<file path="src/ovn_table.sv">
module ovn_table #(
  parameter int TABLE_SIZE = 256,
  parameter int AW         = 8
) (
  input  logic          clk,
  input  logic          we,
  input  logic [AW-1:0] waddr,
  input  logic [15:0]   wdata,
  input  logic [AW-1:0] raddr,
  output logic [15:0]   rdata
);

  logic [15:0] mem [TABLE_SIZE];

  always_ff @(posedge clk) begin
    if (we) begin
      mem[waddr] <= wdata;
    end
  end

  always_ff @(posedge clk) begin
    rdata <= mem[raddr];
  end

endmodule
</file>
<file path="config.mk">
export PLATFORM = sky130hd
export DESIGN_NAME = ovn_table
export DESIGN_NICKNAME = d
export VERILOG_FILES = /design/src/ovn_table.sv
export SDC_FILE = /design/constraint.sdc
export NUM_CORES = 2
export LEC_CHECK = 0
export BUFFER_PORTS_ARGS = -buffer_cell sky130_fd_sc_hd__clkbuf_2
export CELL_PAD_IN_SITES_DETAIL_PLACEMENT = 1
export CELL_PAD_IN_SITES_GLOBAL_PLACEMENT = 2
export CORE_MARGIN = 2
export CORE_UTILIZATION = 46
export DETAILED_ROUTE_END_ITERATION = 16
export PLACE_DENSITY = 0.77
export SLEW_MARGIN = 25
export SYNTH_ARGS = -nofsm -noshare
export SYNTH_HDL_FRONTEND = slang
export SYNTH_SLANG_ARGS = --single-unit
</file>
<file path="constraint.sdc">
create_clock -name clk -period 2.2 [get_ports clk]
set_clock_uncertainty 0.1 [all_clocks]
set_input_delay 0.11 -clock clk [delete_from_list [all_inputs] [get_ports clk]]
set_output_delay 0.11 -clock clk [all_outputs]
set_load 0.01 [all_outputs]
</file>
== Word level (Yosys, flattened, before mapping) ==
Memories as Yosys holds them, arrays and structs flattened. A register that Yosys moved wholly into a read port is not among the register bits.
Cells that the tools add are included.
Storage, ports and cells
  memory bits (writable): 4096
  output and inout bits: 16
  word-level logic and storage cells: 3
  flip-flop bits (word level): 0
  memories kept: 1
  input bits: 34
Memories
  mem: depth 256, bits a word 16, read ports 1, clocked after memory_dff 1, write ports 1, RTL line 13  | logic [15:0] mem [TABLE_SIZE];
Operators by class
  muxes and demuxes: 2
Operators with widths (count)
  1-bit 2-to-1 mux: 2

== Longest topological paths before layout ==
  word-level depth: 2
  depth in mapped cells: 12
  gate-level depth less buffers: 6

== Least setup slack after synthesis ==
Ideal clock, no wire load.
  path type: input to register
  start: input waddr[3]
  end: memory mem[235][0], enable pin
  slack: -175 ps
  arrival time: 1887 ps
  data required time: 1712 ps
  cell stages on the path: 6
  path buffers: 3
  library setup time: 388 ps
  cells stage by stage: clkbuf_1 > nor2b_1 > clkbuf_1 > nand4_1 > clkbuf_1 > nor2_1
RTL lines
  from (decl): RTL line 7  | input logic [AW-1:0] waddr,
  to (decl): RTL line 13
No word-level cell before the write port.

==> metrics.txt <==
WL final between 400000 and 500000 µm; Die Ht 591 µm; CTS sink cnt just over 4000; routability cong. roughly 0.87; Post-synth EDFFs 4096; htree depth 5; Yosys top cell by area edfxtp_1; synthesized area between 150000 and 200000 µm²; largest net degree at the start of global routing 101; Synth top area share around 77%; pwr dens 870 nW/µm²; Final setup viols 16; FFs w/ async S/R, synth 0%; DR vias/cell 6.29; first-pass GRT wire length 680000 µm; GRT Util Overall roughly 27%; Hold Crit Class input pin to flop; Final Max Slew Viols 0; Placed Instance Area 175000 µm²; synth top area cells edfxtp_1, mux4_2, mux2i_1; drt first pass iters 6; CTS Buffer Depth 4; clk slew on worst S/H paths 0.06 ns; Period minus WS final 2.66 ns; final worst-path cycle share 121%; Final Hold Viols 0; most frequent cells after synthesis edfxtp_1, mux4_2, mux2i_1; yosys warns 0; Slew HR 22.5%; crit path launch type flop; Main synth FF type edfxtp_1; worst-path fanout max 2; WL per Instance 36.0 µm; vias in the first global route 87900; unrepaired setup endpoints after global routing true; Area growth syn-to-layout 19.7%; initial antenna violation count 26; number of I/O pins 50; Initial Util 46.2%; hpwl dp 300000 µm; Req. time, crit path 2.92 ns; DR vias 84100; total power 165 mW; status finished with violations; GRT overflow 0; Max Cap Viol 0; count leader, synth edfxtp_1; CTS tree done; maximum clock frequency 376 MHz; Antenna Nets Post-Route 0; Post-Synthesis Cells 7360; initial DRC count 11200; WP data arrival between 3 and 4 ns; Crit. End Element flop; drt drc 0; Chip Width approximately 590 µm; Mean Syn Cell Area 21.6 µm²; row count 215; Port Buffer Count 49; VDD IR max roughly 0.7 mV; Core Region 343000 µm²; failing checks setup timing; synthesized net count 7394; Die Area 350000 µm²; fillers 29500; Crit Path Category flop to flop; root buf cell clkbuf_16; synth unique cells 52; Layout Nets 8500; leakage 61.4 nW; total CTS buffers roughly 400; layout cells sized above 1 a little under a third; final instance area 190000 µm²; register area share after synthesis between 70 and 80%; Clk Latency, worst-skew pair about 0.97 ns; final setup margin -0.458 ns; Hold Slack between 0.06 and 0.07 ns; Yosys reg bits between 4000 and 5000; Slew @ Worst Pin 1.15 ns
-- worst max-delay path: stages, from the launching register on --
cell and delay, ns:
edfxtp_1 0.33, mux2i_1 0.10, o221ai_2 0.32, buf_4 0.19, o32ai_1 0.09, a21oi_1 0.25, buf_4 0.22, nand4_1 0.41
nor4_1 0.51
-- what timing repair did --
item | CTS | global route
pin swaps | 29 | 24
endpoints found under the setup margin | 16 | 16
endpoints found under the hold margin | 4212 | 0
buffers inserted | 0 | 10
hold buffers | 29 | 0
gates cloned | 6 | 3
resized for setup | 130 | 48
-- cells by family after synthesis --
family	share of synthesized area (%)
mux	15.5
compound gates	3.54
simple gates	1.57
buf+inv	1.69
flops	77.7
-- path summary, 6_finish.rpt --
| check | start | end | slack [ns] | cells past startpoint |
|---|---|---|---|---|
| max reg2reg | mem[203][11] | rdata[11] | -0.46 | 8 |
| max | mem[203][11] | rdata[11] | -0.46 | 8 |
| min | wdata[1] | mem[231][1] | 0.06 | 2 |
| min reg2reg | mem[36][8] | rdata[8] | 1.05 | 5 |
-- cell usage in the layout (no fill, tap or decap), drive strengths merged, types with 9 or more instances in the layout --
cell type	n
o32ai	21
nor3	92
a21oi	175
mux2	88
clkinv	184
o31ai	16
and3	11
mux4	797
clkbuf	529
o22ai	148
a211oi	18
nor4	18
bufinv	32
o221ai	253
nand2	38
edfxtp	4096
nand3	35
a221oi	28
a22o	32
dlygate4sd3	28
nor2b	9
buf	1086
inv	15
a22oi	43
dfxtp	16
clkinvlp	23
nor2	304
nand4	26
mux2i	565
o21ai	38
-- where the power goes --
part	internal [mW]	switching [mW]
Sequential	86.3	0.222
Combinational	3.91	6.15
Clock	38.5	30.1
Total	129	36.4
-- layout make-up --
type | count | area, µm² | share of cell area [%]
antenna | 6 | 15.0 | 0.00791
clock buffer | 497 | 10700 | 5.65
clock inverter | 250 | 2220 | 1.17
inverter | 4 | 27.5 | 0.0145
multi-input combinational | 2792 | 33900 | 17.8
sequential | 4112 | 123000 | 64.9
tap | 4557 | 5700 | 3.00
timing repair buffer | 1152 | 14000 | 7.40
-- layer usage --
metal	part of all wire (%)	track usage, %
met1	38	37.0
met2	49	45.1
met3	8.6	4.61
met4	4.4	10.7
met5	0.016	0
-- state kept, by name (all words and copies together), names as in the netlist --
signal and cells:
rdata 16, mem 4096
-- per-stage QoR --
stage          utilization, %  setup WS, ns  instances  TNS, ns
2_1_floorplan               -        -0.175       7360  -324.40
3_3_place_gp             51.1         -1.59      12600   -21.48
3_5_place_dp             51.1         -1.61      12600   -26.48
4_1_cts                  55.2        -0.474      13400    -4.25
5_1_grt                  55.3        -0.479      13400    -4.89
6_report                 55.3        -0.458      13400    -4.10
Note: power is estimated with default switching activity, not from simulation.
