### config.mk
export PLATFORM = sky130hd
export DESIGN_NAME = ovn_div
export DESIGN_NICKNAME = d
export VERILOG_FILES = /design/src/ovn_pkg.sv /design/src/ovn_div.sv
export SDC_FILE = /design/constraint.sdc
export NUM_CORES = 1
export LEC_CHECK = 0
export BUFFER_PORTS_ARGS = -buffer_cell sky130_fd_sc_hd__buf_4
export CAP_MARGIN = 0
export CORE_ASPECT_RATIO = 1.1
export CORE_MARGIN = 8
export CORE_UTILIZATION = 57
export DETAILED_ROUTE_END_ITERATION = 8
export MAX_ROUTING_LAYER = met4
export PLACE_DENSITY = 0.82
export SYNTH_ARGS = -nofsm -noshare
export SYNTH_HDL_FRONTEND = slang
export SYNTH_SLANG_ARGS = --single-unit
### constraint.sdc
create_clock -name clk -period 8.2 [get_ports clk]
set_clock_uncertainty 0.15 [all_clocks]
set_input_delay 2.05 -clock clk [delete_from_list [all_inputs] [get_ports clk]]
set_output_delay 2.05 -clock clk [all_outputs]
set_load 0.03 [all_outputs]
### src/ovn_pkg.sv
package ovn_pkg;

  typedef enum logic [2:0] {
    ST_IDLE,
    ST_DIV,
    ST_RDA,
    ST_RDB,
    ST_MUL,
    ST_ACC,
    ST_OUT
  } ovn_state_t;

  localparam logic CMD_LOAD = 1'b0;
  localparam logic CMD_EVAL = 1'b1;

  typedef struct packed {
    logic done;
    logic int_valid;
    logic int_bit;
  } ovn_div_stat_t;

  typedef struct packed {
    logic clear;
    logic push;
    logic push_bit;
    logic load;
    logic advance;
  } ovn_phase_ctrl_t;

  function automatic logic [3:0] floor_log2_16(input logic [15:0] f);
    logic [3:0] r;
    r = 4'd0;
    for (int k = 1; k < 16; k++) begin
      if (f[k]) begin
        r = 4'(k);
      end
    end
    return r;
  endfunction

endpackage

### src/ovn_div.sv
module ovn_div (
  input  logic                  clk,
  input  logic                  rst,
  input  logic                  start,
  input  logic [31:0]           dividend,
  input  logic [15:0]           divisor,
  output ovn_pkg::ovn_div_stat_t stat,
  output logic [31:0]           quotient
);
  import ovn_pkg::*;

  logic        active;
  logic [4:0]  count;
  logic [15:0] rem;
  logic [31:0] dvd;
  logic [16:0] trial;
  logic        ge;
  logic [16:0] diff;
  logic        done;

  // restoring division, one quotient bit per cycle, msb first
  assign trial = {rem, dvd[31]};
  assign ge    = trial >= {1'b0, divisor};
  assign diff  = trial - {1'b0, divisor};

  always_ff @(posedge clk) begin
    if (rst) begin
      active <= 1'b0;
      done   <= 1'b0;
      count  <= '0;
    end else begin
      done <= ~start & active & (count == 5'd31);
      if (start) begin
        active <= 1'b1;
        count  <= '0;
      end else if (active) begin
        count <= count + 5'd1;
        if (count == 5'd31) begin
          active <= 1'b0;
        end
      end
    end
  end

  always_ff @(posedge clk) begin
    if (start) begin
      rem      <= '0;
      dvd      <= dividend;
      quotient <= '0;
    end else if (active) begin
      rem      <= ge ? diff[15:0] : trial[15:0];
      dvd      <= {dvd[30:0], 1'b0};
      quotient <= {quotient[30:0], ge};
    end
  end

  // integer bits of the quotient come out first
  assign stat.done      = done;
  assign stat.int_valid = active & ~count[4];
  assign stat.int_bit   = ge;

endmodule

=== Word-level counts from Yosys, hierarchy flattened ===
Cells that the tools add are included.

* Output and inout bits: 35
* Bits in registers: 87
* Input bits: 51

* Order comparisons: 1
* Reductions and logical operators: 2
* Add/sub/neg operators: 2
* Mux-type cells: 6
* Bitwise logic cells: 5
* Eq/ne operators: 1

{| class="wikitable"
|+ Operators by type and width
! operator !! count
|-
| 32-bit 2-to-1 mux || 2
|-
| 17-bit by 16-bit greater-or-equal comparator with 1-bit output || 1
|-
| 16-bit 2-to-1 mux || 1
|-
| 16-bit subtractor || 1
|-
| 5-bit by 1-bit adder with 5-bit output (second input constant) || 1
|-
| 5-bit == test (second input constant) || 1
|-
| 1-bit AND || 3
|-
| 1-bit 2-to-1 mux || 3
|-
| 1-bit NOT || 2
|-
| 2-bit nonzero test || 1
|-
| 2-bit OR reduction || 1
|}

=== Depth between registers and ports, before layout ===
* Word-level depth: 4
* Gate-level depth with buffers: 10

=== Worst setup path before layout ===
Ideal clock, no wire load.

* Kind: input to output
* Start point: input port divisor[2]
* End point: output port stat[0] in the netlist's numbering
* Stages: 9
* Path slack: 2344 ps
* Data arrival time: 3656 ps
* Cells stage by stage: inv_1 -> ha_1 -> or2_1 -> o22a_2 -> a211oi_4 -> a211oi_2 -> nor2_2 -> inv_2 -> buf_4

* Longest elaborated chain between the ends: 1

{| class="wikitable"
|+ Ends and longest elaborated chain
! element !! RTL line !! source
|-
| start, declared || ovn_div.sv:6 || <nowiki>input logic [15:0] divisor,</nowiki>
|-
| 17-bit by 16-bit greater-or-equal comparator with 1-bit output || ovn_div.sv:23 || <nowiki>assign ge = trial >= {1'b0, divisor};</nowiki>
|-
| end, declared || ovn_div.sv:7 || <nowiki>output ovn_pkg::ovn_div_stat_t stat,</nowiki>
|}

No other way between the ends.

==> results.toml <==
[grt]
overflow = 0
grt_first_pass_wirelength_mm = 16.9
grt_pass1_vias = 3538
grt_max_degree = 78
antenna_found_initial = 0
grt_usage_pct = 20.0

[synth]
ys_ff_latch = 87
synthSimpleGateAreaFrac_pct = 12.8
muxShareOfSynthArea_pct = 15.3
synthXorXnorAreaFrac_pct = 2.14
ys.flop_type = "dfxtp_1"
synth_nets = 510
synthTopCellsByArea = "dfxtp_1 (24%), edfxtp_1 (21%), mux2_2 (7.8%), mux2i_1 (7.6%), nor2_1 (5.3%)"
ys_warn_count = 0
synthArstFlopShare_pct = 0
synth_fa_ha_area_share_pct = 5.46
ys_seq_area_share_pct = 45.9
synth_top_family_by_area = "multiplexers"
netlist.area_leader.share_pct = 24.5
syn-cell-area_sq_mm = 0.00449
yosysTopAreaCell = "dfxtp_1"
synth.distinct_cells = 60
netlist_instances = 440
synth.avg_cell_area_sq_um = 10.2
synth_edf_count = 32
synth_compound_area_share_pct = 13.7

[clock_network]
clk_path_buf_depth = 2
numCtsBuffers = 9
cts_resized = 0
htree_levels = 3
clock_latency_ns = 0.36
clock-root-buffer = "clkbuf_8"
post_cts_buffers = 0
cts_sinks = 87
cts_tree = "built"
clk_pin_slew_ns = 0.09
cts_hold_buf = 0

[critical_path]
crit_chain = "buf_4 > inv_1 > ha_1 > nand4_1 > nor2b_1 > a211oi_4 > a211oi_2 > nor2_2 > inv_2 > buf_4"
start_kind = "input pin"
cp_num_buf_inv = 4
cpMostUsedCell = "buf_4"
crit_type = "input pin to primary output"
end_kind = "primary output"
critPathMaxFanout = 11
crit_required_ns = 6.00
arrival_ns = 4.24
cp_top_family = "compound AO/OA/AOI/OAI gates"
slowest_delay_ns = 0.63
slowest_stage = "a211oi_2"

[sta]
post-route-min-period_ns = 6.44
setup_viol = 0
max_freq_mhz = 155
finalSetupTns_ns = 0
rsz0062_at_grt = "no"
relSlewSlack_pct = 20.0
fin_crit_sh_pct = 78.6
hold_violations = 0
worstMarginPinSlew_ns = 1.20
slew_viol_final = 0

[cells_and_area]
finalInstanceArea_sq_mm = 0.00539
fin_nets = 583
fillers = 604
drive_above_1_share_pct = 28.2
area_delta_synth_final_pct = 19.9
antennaDiodeCount = 0
layout_commonest_cell = "buf_4"
finalNonFillerCells = 626
final_cell_mix = "buf_4 (87), nor2_1 (63), dfxtp_1 (54)"

[placement]
io_buffers = 85
hpwl_mm = 7.60
dp.cells = 610
placed_cell_area_sq_mm = 0.00517
place_congestion = 0.904

[power_and_ir_drop]
vdd_ir_drop_max_uv = 142
p_per_area_mw_per_mm2 = 177
p_leak_nw = 2.28

[routing]
ant_nets = 0
wl_per_cell_microns = 16.7
drt_iter0_drc = 216
first_pass_iters = 4
drc = 0
vias = 3563
vias_per_cell = 5.69
wl_mm = 10.4

[run]
cap_violations = 0

[floorplanning]
fp.dieH_microns = 109
rows = 34
core_region_area_sq_mm = 0.00778
start_util_pct = 57.7
ios = 86
die_area_sq_mm = 0.0110
die_width_microns = 101

[outcome]
outcome = "finished, final reports clean"

[min_path]
hp-class = "flop to flop"
## power by group
group | internal [mW] | total (mW) | switching (mW)
clock | 0.164 | 0.327 | 0.162
combinational | 0.0681 | 0.146 | 0.0784
sequential | 0.473 | 0.482 | 0.00883
## routing by layer
| layer | track usage (%) | share of wire (%) |
|---|---|---|
| met3 | 6.45 | 7.3 |
| met4 | 8.32 | 2.4 |
| met2 | 32.2 | 49 |
| met5 | - | 0 |
| met1 | 22.5 | 41 |
## path summary, 6_finish.rpt
path	startpoint	endpoint	slack [ns]	cells past startpoint
min reg2reg	rem[11]$_SDFFE_PP0P_	rem[11]$_SDFFE_PP0P_	0.34	2
max	divisor[8]	stat[0]	1.76	10
min	rem[11]$_SDFFE_PP0P_	rem[11]$_SDFFE_PP0P_	0.34	2
max reg2reg	rem[7]$_SDFFE_PP0P_	rem[0]$_SDFFE_PP0P_	5.38	7
## Yosys cell counts, drive strengths merged (2+ instances only)
cell type and count:
a2111oi 2, a211o 4, a211oi 8, a21o 5, a21oi 13, a311oi 6
a31oi 4, a32o 2, a41oi 2, and2 4, and3 2, and4 2
buf 15, clkbuf 10, dfxtp 55, edfxtp 32, ha 18, inv 25
mux2 31, mux2i 34, nand2 18, nand2b 2, nand3 8, nand4 8
nor2 64, nor2b 2, nor3 7, nor4 3, o211ai 3, o21a 2
o21ai 14, o21bai 4, o221a 2, o31ai 2, or2 3, xnor2 8
xor2 3
## registers in the layout, indices dropped and copies added (netlist names)
register	flops
active	1
count	5
done	1
dvd	32
quotient	32
rem	16
## tightest hold or removal path, delay by kind of cell, from the launching register on
kind	cells	cell delay, ns
flip-flops	1	0.34
AO/OA/AOI/OAI	1	0.05
AND/OR/NAND/NOR	1	0.06
## cells by family after synthesis
logic type | Yosys count
simple gates | 126
xor+xnor | 11
flops | 87
fa+ha+maj | 19
buf+inv | 50
mux | 65
compound gates | 82
## through the flow
stage	utilization, %	setup slack, ns	power (mW)	hold WS [ns]
after floorplan	-	2.34	0.592	0.301
after global placement	66.4	1.86	0.633	0.329
after detailed placement	66.4	1.78	0.637	0.332
after CTS	69.2	1.76	0.962	0.345
after global routing	69.2	1.64	0.995	0.367
final	69.2	1.76	0.955	0.342
## area by class of cell
type | instances | area (sq um) | share of cell area, %
multi-input combinational | 303 | 2220 | 41.2
sequential | 87 | 2060 | 38.3
timing repair buffer | 87 | 653 | 12.1
clock buffer | 10 | 149 | 2.76
tap | 108 | 135 | 2.51
inverter | 25 | 93.8 | 1.74
clock inverter | 6 | 72.6 | 1.35
No activity file was read; power rests on OpenSTA's default activity.
