===== config.mk =====
export PLATFORM = sky130hd
export DESIGN_NAME = ovn_phase
export DESIGN_NICKNAME = d
export VERILOG_FILES = /design/src/ovn_pkg.sv /design/src/ovn_phase.sv
export SDC_FILE = /design/constraint.sdc
export NUM_CORES = 1
export LEC_CHECK = 0
export ABC_CLOCK_PERIOD_IN_PS = 1200
export BUFFER_PORTS_ARGS = -buffer_cell sky130_fd_sc_hd__buf_2
export CAP_MARGIN = 20
export CORE_MARGIN = 2
export CORE_UTILIZATION = 45
export DETAILED_ROUTE_END_ITERATION = 7
export PLACE_DENSITY_LB_ADDON = 0.08
export SYNTH_ARGS = -nofsm -noshare
export SYNTH_HDL_FRONTEND = slang
export SYNTH_SLANG_ARGS = --single-unit

===== constraint.sdc =====
create_clock -name clk -period 1.2 [get_ports clk]
set_input_delay 0.06 -clock clk [delete_from_list [all_inputs] [get_ports clk]]
set_output_delay 0.06 -clock clk [all_outputs]
set_load 0.1 [all_outputs]

===== src/ovn_pkg.sv =====
package ovn_pkg;

  typedef enum logic [2:0] {
    ST_IDLE,
    ST_DIV,
    ST_RDA,
    ST_RDB,
    ST_MUL,
    ST_ACC,
    ST_OUT
  } ovn_state_t;

  localparam logic CMD_LOAD = 1'b0;
  localparam logic CMD_EVAL = 1'b1;

  typedef struct packed {
    logic done;
    logic int_valid;
    logic int_bit;
  } ovn_div_stat_t;

  typedef struct packed {
    logic clear;
    logic push;
    logic push_bit;
    logic load;
    logic advance;
  } ovn_phase_ctrl_t;

  function automatic logic [3:0] floor_log2_16(input logic [15:0] f);
    logic [3:0] r;
    r = 4'd0;
    for (int k = 1; k < 16; k++) begin
      if (f[k]) begin
        r = 4'(k);
      end
    end
    return r;
  endfunction

endpackage


===== src/ovn_phase.sv =====
module ovn_phase #(
  parameter int TABLE_SIZE = 256,
  parameter int AW         = 8
) (
  input  logic                    clk,
  input  logic                    rst,
  input  ovn_pkg::ovn_phase_ctrl_t ctrl,
  input  logic [15:0]             frac_in,
  output logic [AW-1:0]           idx,
  output logic [AW-1:0]           nxt,
  output logic [15:0]             frac
);
  import ovn_pkg::*;

  function automatic logic [AW-1:0] mod_step(input logic [AW-1:0] v, input logic b);
    logic [AW:0] t;
    t = {v, b};
    if (t >= (AW+1)'(TABLE_SIZE)) begin
      t = t - (AW+1)'(TABLE_SIZE);
    end
    return t[AW-1:0];
  endfunction

  always_ff @(posedge clk) begin
    if (rst) begin
      idx <= '0;
    end else if (ctrl.clear) begin
      idx <= '0;
    end else if (ctrl.push) begin
      idx <= mod_step(idx, ctrl.push_bit);
    end else if (ctrl.advance) begin
      idx <= mod_step(idx, frac[15]);
    end
  end

  always_ff @(posedge clk) begin
    if (ctrl.load) begin
      frac <= frac_in;
    end else if (ctrl.advance) begin
      frac <= {frac[14:0], 1'b0};
    end
  end

  assign nxt = (idx == AW'(TABLE_SIZE - 1)) ? '0 : idx + AW'(1);

endmodule


# == Word-level counts from Yosys, hierarchy flattened ==
# Cells that the tools add are included.
# classes
eq_ne,1
n_mux,7
n_reduce_logical,3
add_sub_neg,3
order_cmp,2
# ops
op,count
$mux W8,5
$mux W16,2
$ge A9 B9 Y1 const B,2
$sub A8 B1 Y8 const B,2
$add A8 B1 Y8 const B,1
$eq A8 B8 Y1 const B,1
$reduce_bool A2 Y1,2
$reduce_or A2 Y1,1
# word_totals
out_inout_bits,32
ff_bits,24

# == Longest topological paths before layout ==
# Gate-level depths: netlist (run 1).
# logic_depth
ltp_word,4
mapped_depth,4
ltp_nobuf,4

# == Worst setup path after synthesis (run 1) ==
# OpenSTA, ideal clock, no wires.
# synth_path
path_kind,register to output
from,register idx[2]
to,output nxt[5]
t_arrival_ns,3.196
path_stages_with_launch,5
required_time_ns,1.140
n_path_buf,1
setup_slack_ns,-2.056
path_cell_list,dfxtp_1 -> buf_2 -> nand3_1 -> or3_1 -> a21oi_1
# synth_via
elab_chain_len,2
elab_cells_between_ends,3
cone_classes,add/sub: 1; eq/ne: 1; mux: 1
# synth_rtl
element,line,source
from (decl),ovn_phase.sv:9,"output logic [AW-1:0] idx,"
from (signal assigned),ovn_phase.sv:30,"idx <= mod_step(idx, ctrl.push_bit);"
from (signal assigned),ovn_phase.sv:32,"idx <= mod_step(idx, frac[15]);"
$add A8 B1 Y8 / $eq A8 B8 Y1 (equally long branches),ovn_phase.sv:44,assign nxt = (idx == AW'(TABLE_SIZE - 1)) ? '0 : idx + AW'(1);
$mux W8 (*),ovn_phase.sv:44,
to (decl),ovn_phase.sv:10,"output logic [AW-1:0] nxt,"
# Every way passes the cells marked *; elsewhere a longest branch is shown, timed or not.

# == Final worst setup path (run 1) ==
# layout_path
from,register idx[2]
to,output nxt[7]
# Same word-level chain as after synthesis.

==> impl_metrics.toml, run 1 <==
[status]
status = "finished with violations"
violations = "setup timing"

[floorplanning]
row_count = 18
dieArea_um2 = 2920
chipWidth_um = 54.1
die_h_um = 54.1
initial_utilization_pct = 46.3
core_um2 = 2430
io-pin-count = 55

[detailed_routing]
drc = 0
wl_per_cell_um = 12.9
drtIter0Drc = 11
dr.pass1.iters = 4
routed_wl_um = 2540
vias = 980
via_per_inst = 4.97
antenna_left = 0

[timing]
min_period_ns = 1.58
setup_slack_ns = -0.377
max_slew.worst_pin.slew_ns = 0.488
setup_viol = 7
slew_headroom_pct = 67.7
clock.fmax_mhz = 634
slew_viol_final = 0
setup_tns_ns = -2.12
hold_violations = 0
final.period_utilization_pct = 131
rsz0062_at_grt = "true"
clock_skew_ns = 0.00149

[critical_path]
arrival_ns = 1.52
crit_path_end_kind = "output pin"
path_cells = "nand4_4 > or3_4 > o21ai_4 > buf_12"
required_ns = 1.14
rr_endpoint = "idx[0]"
r2r-start = "idx[0]"
crit_path_max_incr_delay_ns = 0.39
rrSetupSlack_ns = 0.13
start_kind = "flop"
cp_top_family = "simple AND/OR/NAND/NOR gates"
path_class = "flop to output pin"
r2r_cells = 4
slowest_stage = "dfxtp_4"
cp_num_buf_inv = 1
critical_path.max_fanout = 4

[clock_tree]
root_buffer = "clkbuf_4"
clk_latency_ns = 0.29
clk_pin_slew_ns = 0.12
htreeDepth = 1
clkSinkCount = 24
cts_made_buffers = 3
cts_tree = "built"
clock_tree.buffer_depth = 2

[placed_design]
dp_cells = 189
place_congestion = 0.770
port_buffers = 54
dp_slack_ns = -0.134
dp_hpwl_um = 2040

[yosys]
yosysWarningCount = 0
syn_area_per_cell_um2 = 11.6
netlist_instances = 97
synth-seq-cells = 24
synth_area_um2 = 1130
synth.distinct_cells = 21
synth_ff_type = "edfxtp_1"
yosys.area.top_type = "edfxtp_1"
synth_edf_count = 16
syn-num-nets = 121
postSynth.asyncResetShare_pct = 0
synth_top_area_share_pct = 42.6
yosys-top-cells-count = "edfxtp_1, mux2_2, a21oi_1"
ys_seq_area_share_pct = 56.8
synth_area_leaders = "edfxtp_1, mux2_2, dfxtp_1"

[final_layout]
fin_nets = 192
stdcell_count = 197
regArea_um2 = 668
multiInputGateArea_um2 = 598
area_delta_synth_final_pct = 78.6
num_antenna_cells = 0
drive_gt1_share_pct = 70.1
fillers = 142

[global_route]
grt_start_max_net_pins = 17
gr-total-overflow = 0
antenna_found_initial = 0
grt_pass1_wl_um = 4030
grt_pass1_vias = 924
grtUsageTotal_pct = 18.8

[power_and_ir_drop]
peakVddDrop_uv = 1020
cellPowerDensity_nw_per_um2 = 1050
power_leakage_nw = 0.818

[hold_path]
holdCritStartpoint = "frac_in[0]"
min_path_cells = 2
hp-class = "primary input to flop"
min_to = "frac[0]"

[job]
maxCapViolations = 0
==> worst max-delay path by stage <==
| stage | start | cells past startpoint | slack [ns] | endpoint |
|---|---|---|---|---|
| 2_1_floorplan | idx[2] | 4 | -0.59 | nxt[7] |
| 3_3_place_gp | idx[1] | 5 | -0.1 | nxt[3] |
| 3_5_place_dp | idx[1] | 5 | -0.13 | nxt[3] |
| 4_1_cts | idx[2] | 4 | -0.39 | nxt[7] |
| 5_1_grt | idx[3] | 4 | -0.42 | nxt[7] |
| 6_report | idx[2] | 4 | -0.38 | nxt[7] |
==> power breakdown <==
group,leakage [nW],internal [mW],switching [mW]
Combinational,0.563,0.174,0.558
Clock,0.0210,0.185,0.216
Sequential,0.234,0.941,0.0314
==> routing by layer <==
layer  GRT usage (%)  vias to the layer above  routed length (um)  part of all wire (%)
li1                -                      486                   -                     -
met1            21.1                      461                 946                    37
met2            37.0                       31                1450                    57
met3            2.22                        2                 125                   4.9
met4            5.00                        0                  15                  0.59
met5               0                        -                   0                     0
==> state kept, by name, indices dropped and copies added (netlist names) <==
register,cells
frac,16
idx,8
==> layout by cell type, fill, tap and decap left out, types with 2 or more instances in the layout <==
cell type / netlist / final
buf_2: 4 / 31
buf_4: 0 / 18
edfxtp_1: 16 / 16
buf_12: 0 / 16
mux2_2: 16 / 15
clkbuf_4: 0 / 9
o21ai_0: 8 / 8
a21oi_1: 9 / 8
nand2_1: 8 / 7
dfxtp_4: 0 / 7
nand3_1: 4 / 3
inv_1: 2 / 2
nor2_2: 0 / 2
xnor2_4: 0 / 2
or3_4: 0 / 2
nor2_4: 0 / 2
or2_2: 2 / 2
nor2_1: 6 / 2
==> layout make-up <==
type / instances / area share, %
inverters: 2 / 0.373
multi-input cells: 65 / 29.7
flip-flops and latches: 24 / 33.2
well taps: 30 / 1.86
clock buffers: 4 / 1.80
repair buffers: 72 / 33.1
==> cell families (layout without fill, tap and decap cells) <==
logic type	count (synthesis)	count (layout)	synth area share (%)
compound gates	19	19	8.66
mux	17	17	16.9
simple gates	24	24	10.3
fa+ha+maj	1	1	1.11
flops	24	24	56.8
xor+xnor	4	4	3.11
buf+inv	8	78	3.11
==> through the flow <==
step / power, mW / hold slack [ns] / cell area (um2) / utilization, %
2_1_floorplan: 1.56 / 0.206 / 1290 / -
3_3_place_gp: 1.70 / 0.321 / 1910 / 78.4
3_5_place_dp: 1.71 / 0.315 / 1910 / 78.4
4_1_cts: 2.12 / 0.0335 / 1990 / 81.7
5_1_grt: 2.18 / 0.0325 / 2010 / 82.8
6_report: 2.11 / 0.0400 / 2010 / 82.8
==> repair_timing <==
| item | in CTS | in global routing |
|---|---|---|
| buffers inserted | 3 | 0 |
| endpoints found under the hold margin | 1 | 0 |
| setup endpoints to repair | 9 | 14 |
| pin swaps | 3 | 1 |
| hold buffers | 1 | 0 |
| resized for setup | 5 | 8 |
(Power assumes the default switching activity.)
==> run 2, diff against run 1 <==
Settings changed: ABC_AREA set to 1, BUFFER_PORTS_ARGS -buffer_cell sky130_fd_sc_hd__buf_2 to -buffer_cell sky130_fd_sc_hd__clkbuf_2.
==> run 2 against run 1 <==
Effect of this change: the run still ends with setup timing left; worst hold slack got worse by 0.028 ns; first-iteration DRC count increased by 55%; count of clock-buffer cells in the layout unchanged; final area is 0.93% lower; sequential cell count unchanged; core utilization fell by 0.77 points; sequential power increased by 2.4%; maximum frequency up 1.6%; non-clock buffer count is 8 lower; final cell count increased by 19%; register-to-register slack better by 0.19 ns; via count up 14%.
==> impl_metrics.toml, run 2 <==
[yosys]
netlist_instances = 139
yosys.area.top_type = "edfxtp_1"
syn_area_per_cell_um2 = 8.22
ys_seq_area_share_pct = 56.1
synth_area_leaders = "edfxtp_1, nand2_1, dfxtp_1"
synth_ff_type = "edfxtp_1"
syn-num-nets = 163
synth-seq-cells = 24
synth_area_um2 = 1140
yosys-top-cells-count = "nand2_1, nor2_1, edfxtp_1"
postSynth.asyncResetShare_pct = 0
synth.distinct_cells = 17
synthMostInstantiatedCell = "nand2_1"
synth_edf_count = 16
yosysWarningCount = 0
synth_top_area_share_pct = 42.1

[placed_design]
place_congestion = 0.730
port_buffers = 54
dp_cells = 227
place_area_um2 = 1890
dp_hpwl_um = 2220

[timing]
setup_slack_ns = -0.352
rsz0062_at_grt = "true"
hold_violations = 0
min_period_ns = 1.55
clock.fmax_mhz = 644
final.period_utilization_pct = 129
slew_viol_final = 0
clock_skew_ns = 0.00512
slew_headroom_pct = 72.8
setup_viol = 7
hold_slack_ns = 0.0118
max_slew.worst_pin.slew_ns = 0.407

[critical_path]
path_cells = "ha_4 > nand2_4 > inv_4 > nand2_2 > xor2_2 > clkinvlp_4 > buf_12"
critical_path.max_fanout = 2
crit_path_end_kind = "output pin"
start_kind = "flop"
cp_top_family = "flip-flops"
rrSetupSlack_ns = 0.32
slowest_stage = "dfxtp_4"
crit_path_max_incr_delay_ns = 0.38
cp_num_buf_inv = 3
path_class = "flop to output pin"
arrival_ns = 1.49
required_ns = 1.14

[final_layout]
final_cell_mix = "nand2_1, buf_4, clkbuf_2"
multiInputGateArea_um2 = 563
fin_nets = 229
drive_gt1_share_pct = 50.0
regArea_um2 = 668
reg_top3 = "frac x16, idx x8"
area_delta_synth_final_pct = 74.6
stdcell_count = 234
final_area_um2 = 1990
fillers = 156
postLayoutCoreUtil_pct = 82.0
largest_reg_flops = 16
max_flop_register = "frac"
final_common_cell = "nand2_1"
num_antenna_cells = 0

[clock_tree]
root_buffer = "clkbuf_4"
clk_pin_slew_ns = 0.13
cts_tree = "built"
htreeDepth = 1
clkSinkCount = 24
cts_made_buffers = 3
clk_latency_ns = 0.30
clock_tree.buffer_depth = 2

[power_and_ir_drop]
power_leakage_nw = 0.950
cellPowerDensity_nw_per_um2 = 1170
total_power_mw = 2.33
peakVddDrop_uv = 1040

[floorplanning]
die_h_um = 54.4
chipWidth_um = 54.4
initial_utilization_pct = 47.0
row_count = 18
io-pin-count = 55
dieArea_um2 = 2960
core_um2 = 2430

[detailed_routing]
wl_per_cell_um = 11.9
antenna_left = 0
drc = 0
via_per_inst = 4.77
routed_wl_um = 2770
dr.pass1.iters = 4
vias = 1117
drtIter0Drc = 17

[global_route]
gr-total-overflow = 0
antenna_found_initial = 0
grt_pass1_wl_um = 4360
grtUsageTotal_pct = 20.5
grt_start_max_net_pins = 17
grt_pass1_vias = 1112

[status]
violations = "setup timing"
status = "finished with violations"

[job]
maxCapViolations = 0

[hold_path]
hp-class = "primary input to flop"
-- run 2: cell types whose count changed in the layout (fill, tap and decap cells not counted), sizes merged, moves of 2 or more --
cell | before | now
a21oi | 9 | 7
mux2 | 16 | 0
inv | 2 | 12
xnor2 | 2 | 0
buf | 65 | 41
or2 | 2 | 0
nor2 | 6 | 20
or3 | 2 | 0
nand2 | 8 | 57
clkbuf | 10 | 26
-- run 2: layout make-up --
type,instances,area share [%]
Clock buffer,4,1.82
Multi-Input combinational cell,99,28.2
Inverter,13,2.89
Timing Repair Buffer,64,31.7
Sequential cell,24,33.5
Tap cell,30,1.88
-- run 2: final timing paths --
check             startpoint  endpoint  cells past startpoint
setup / recovery      idx[1]    nxt[4]                      7
hold / removal    frac_in[4]   frac[4]                      3
setup reg to reg      idx[1]    idx[1]                      3
hold reg to reg     frac[13]  frac[14]                      2
-- run 2: where the power goes --
part           total (mW)  internal (mW)  switching [mW]
clock               0.414          0.185           0.229
combinational       0.920          0.231           0.690
sequential          0.996          0.950          0.0467
total                2.33           1.37           0.965
-- run 2: tightest hold or removal path, stage by stage --
cell      delay, ns
clkbuf_2       0.07
nand2_1        0.04
nand2_1        0.05
-- run 2: cells by family (layout without fill, tap and decap cells) --
kind of cell    Yosys count  after routing  share of synthesized area [%]
flops                    24             24                           56.1
compound gates           15             15                           6.57
buf+inv                  16             81                           5.81
xor+xnor                  3              3                           2.30
simple gates             80             80                           28.1
fa+ha+maj                 1              1                           1.10
-- run 2: metrics by stage --
step | setup TNS, ns | setup slack (ns)
4_1_cts | -2.34 | -0.371
3_5_place_dp | -0.138 | -0.0511
3_3_place_gp | -0.0203 | -0.0203
5_1_grt | -2.77 | -0.435
6_report | -2.27 | -0.352
2_1_floorplan | -2.75 | -0.477
-- run 2: repair_timing --
item | CTS | global route
endpoints found under the setup margin | 7 | 8
pin swaps | 8 | 3
gates cloned | 0 | 0
endpoints found under the hold margin | 0 | 1
gates resized for setup | 8 | 5
setup buffers | 1 | 2
hold buffers | 0 | 1
-- run 2: per-layer routing --
metal,share of wire [%],vias up,track usage [%]
met5,0,-,0
met4,1.2,0,9.17
met3,4.7,4,2.73
met2,57,38,40.4
met1,37,508,21.1
li1,-,567,-
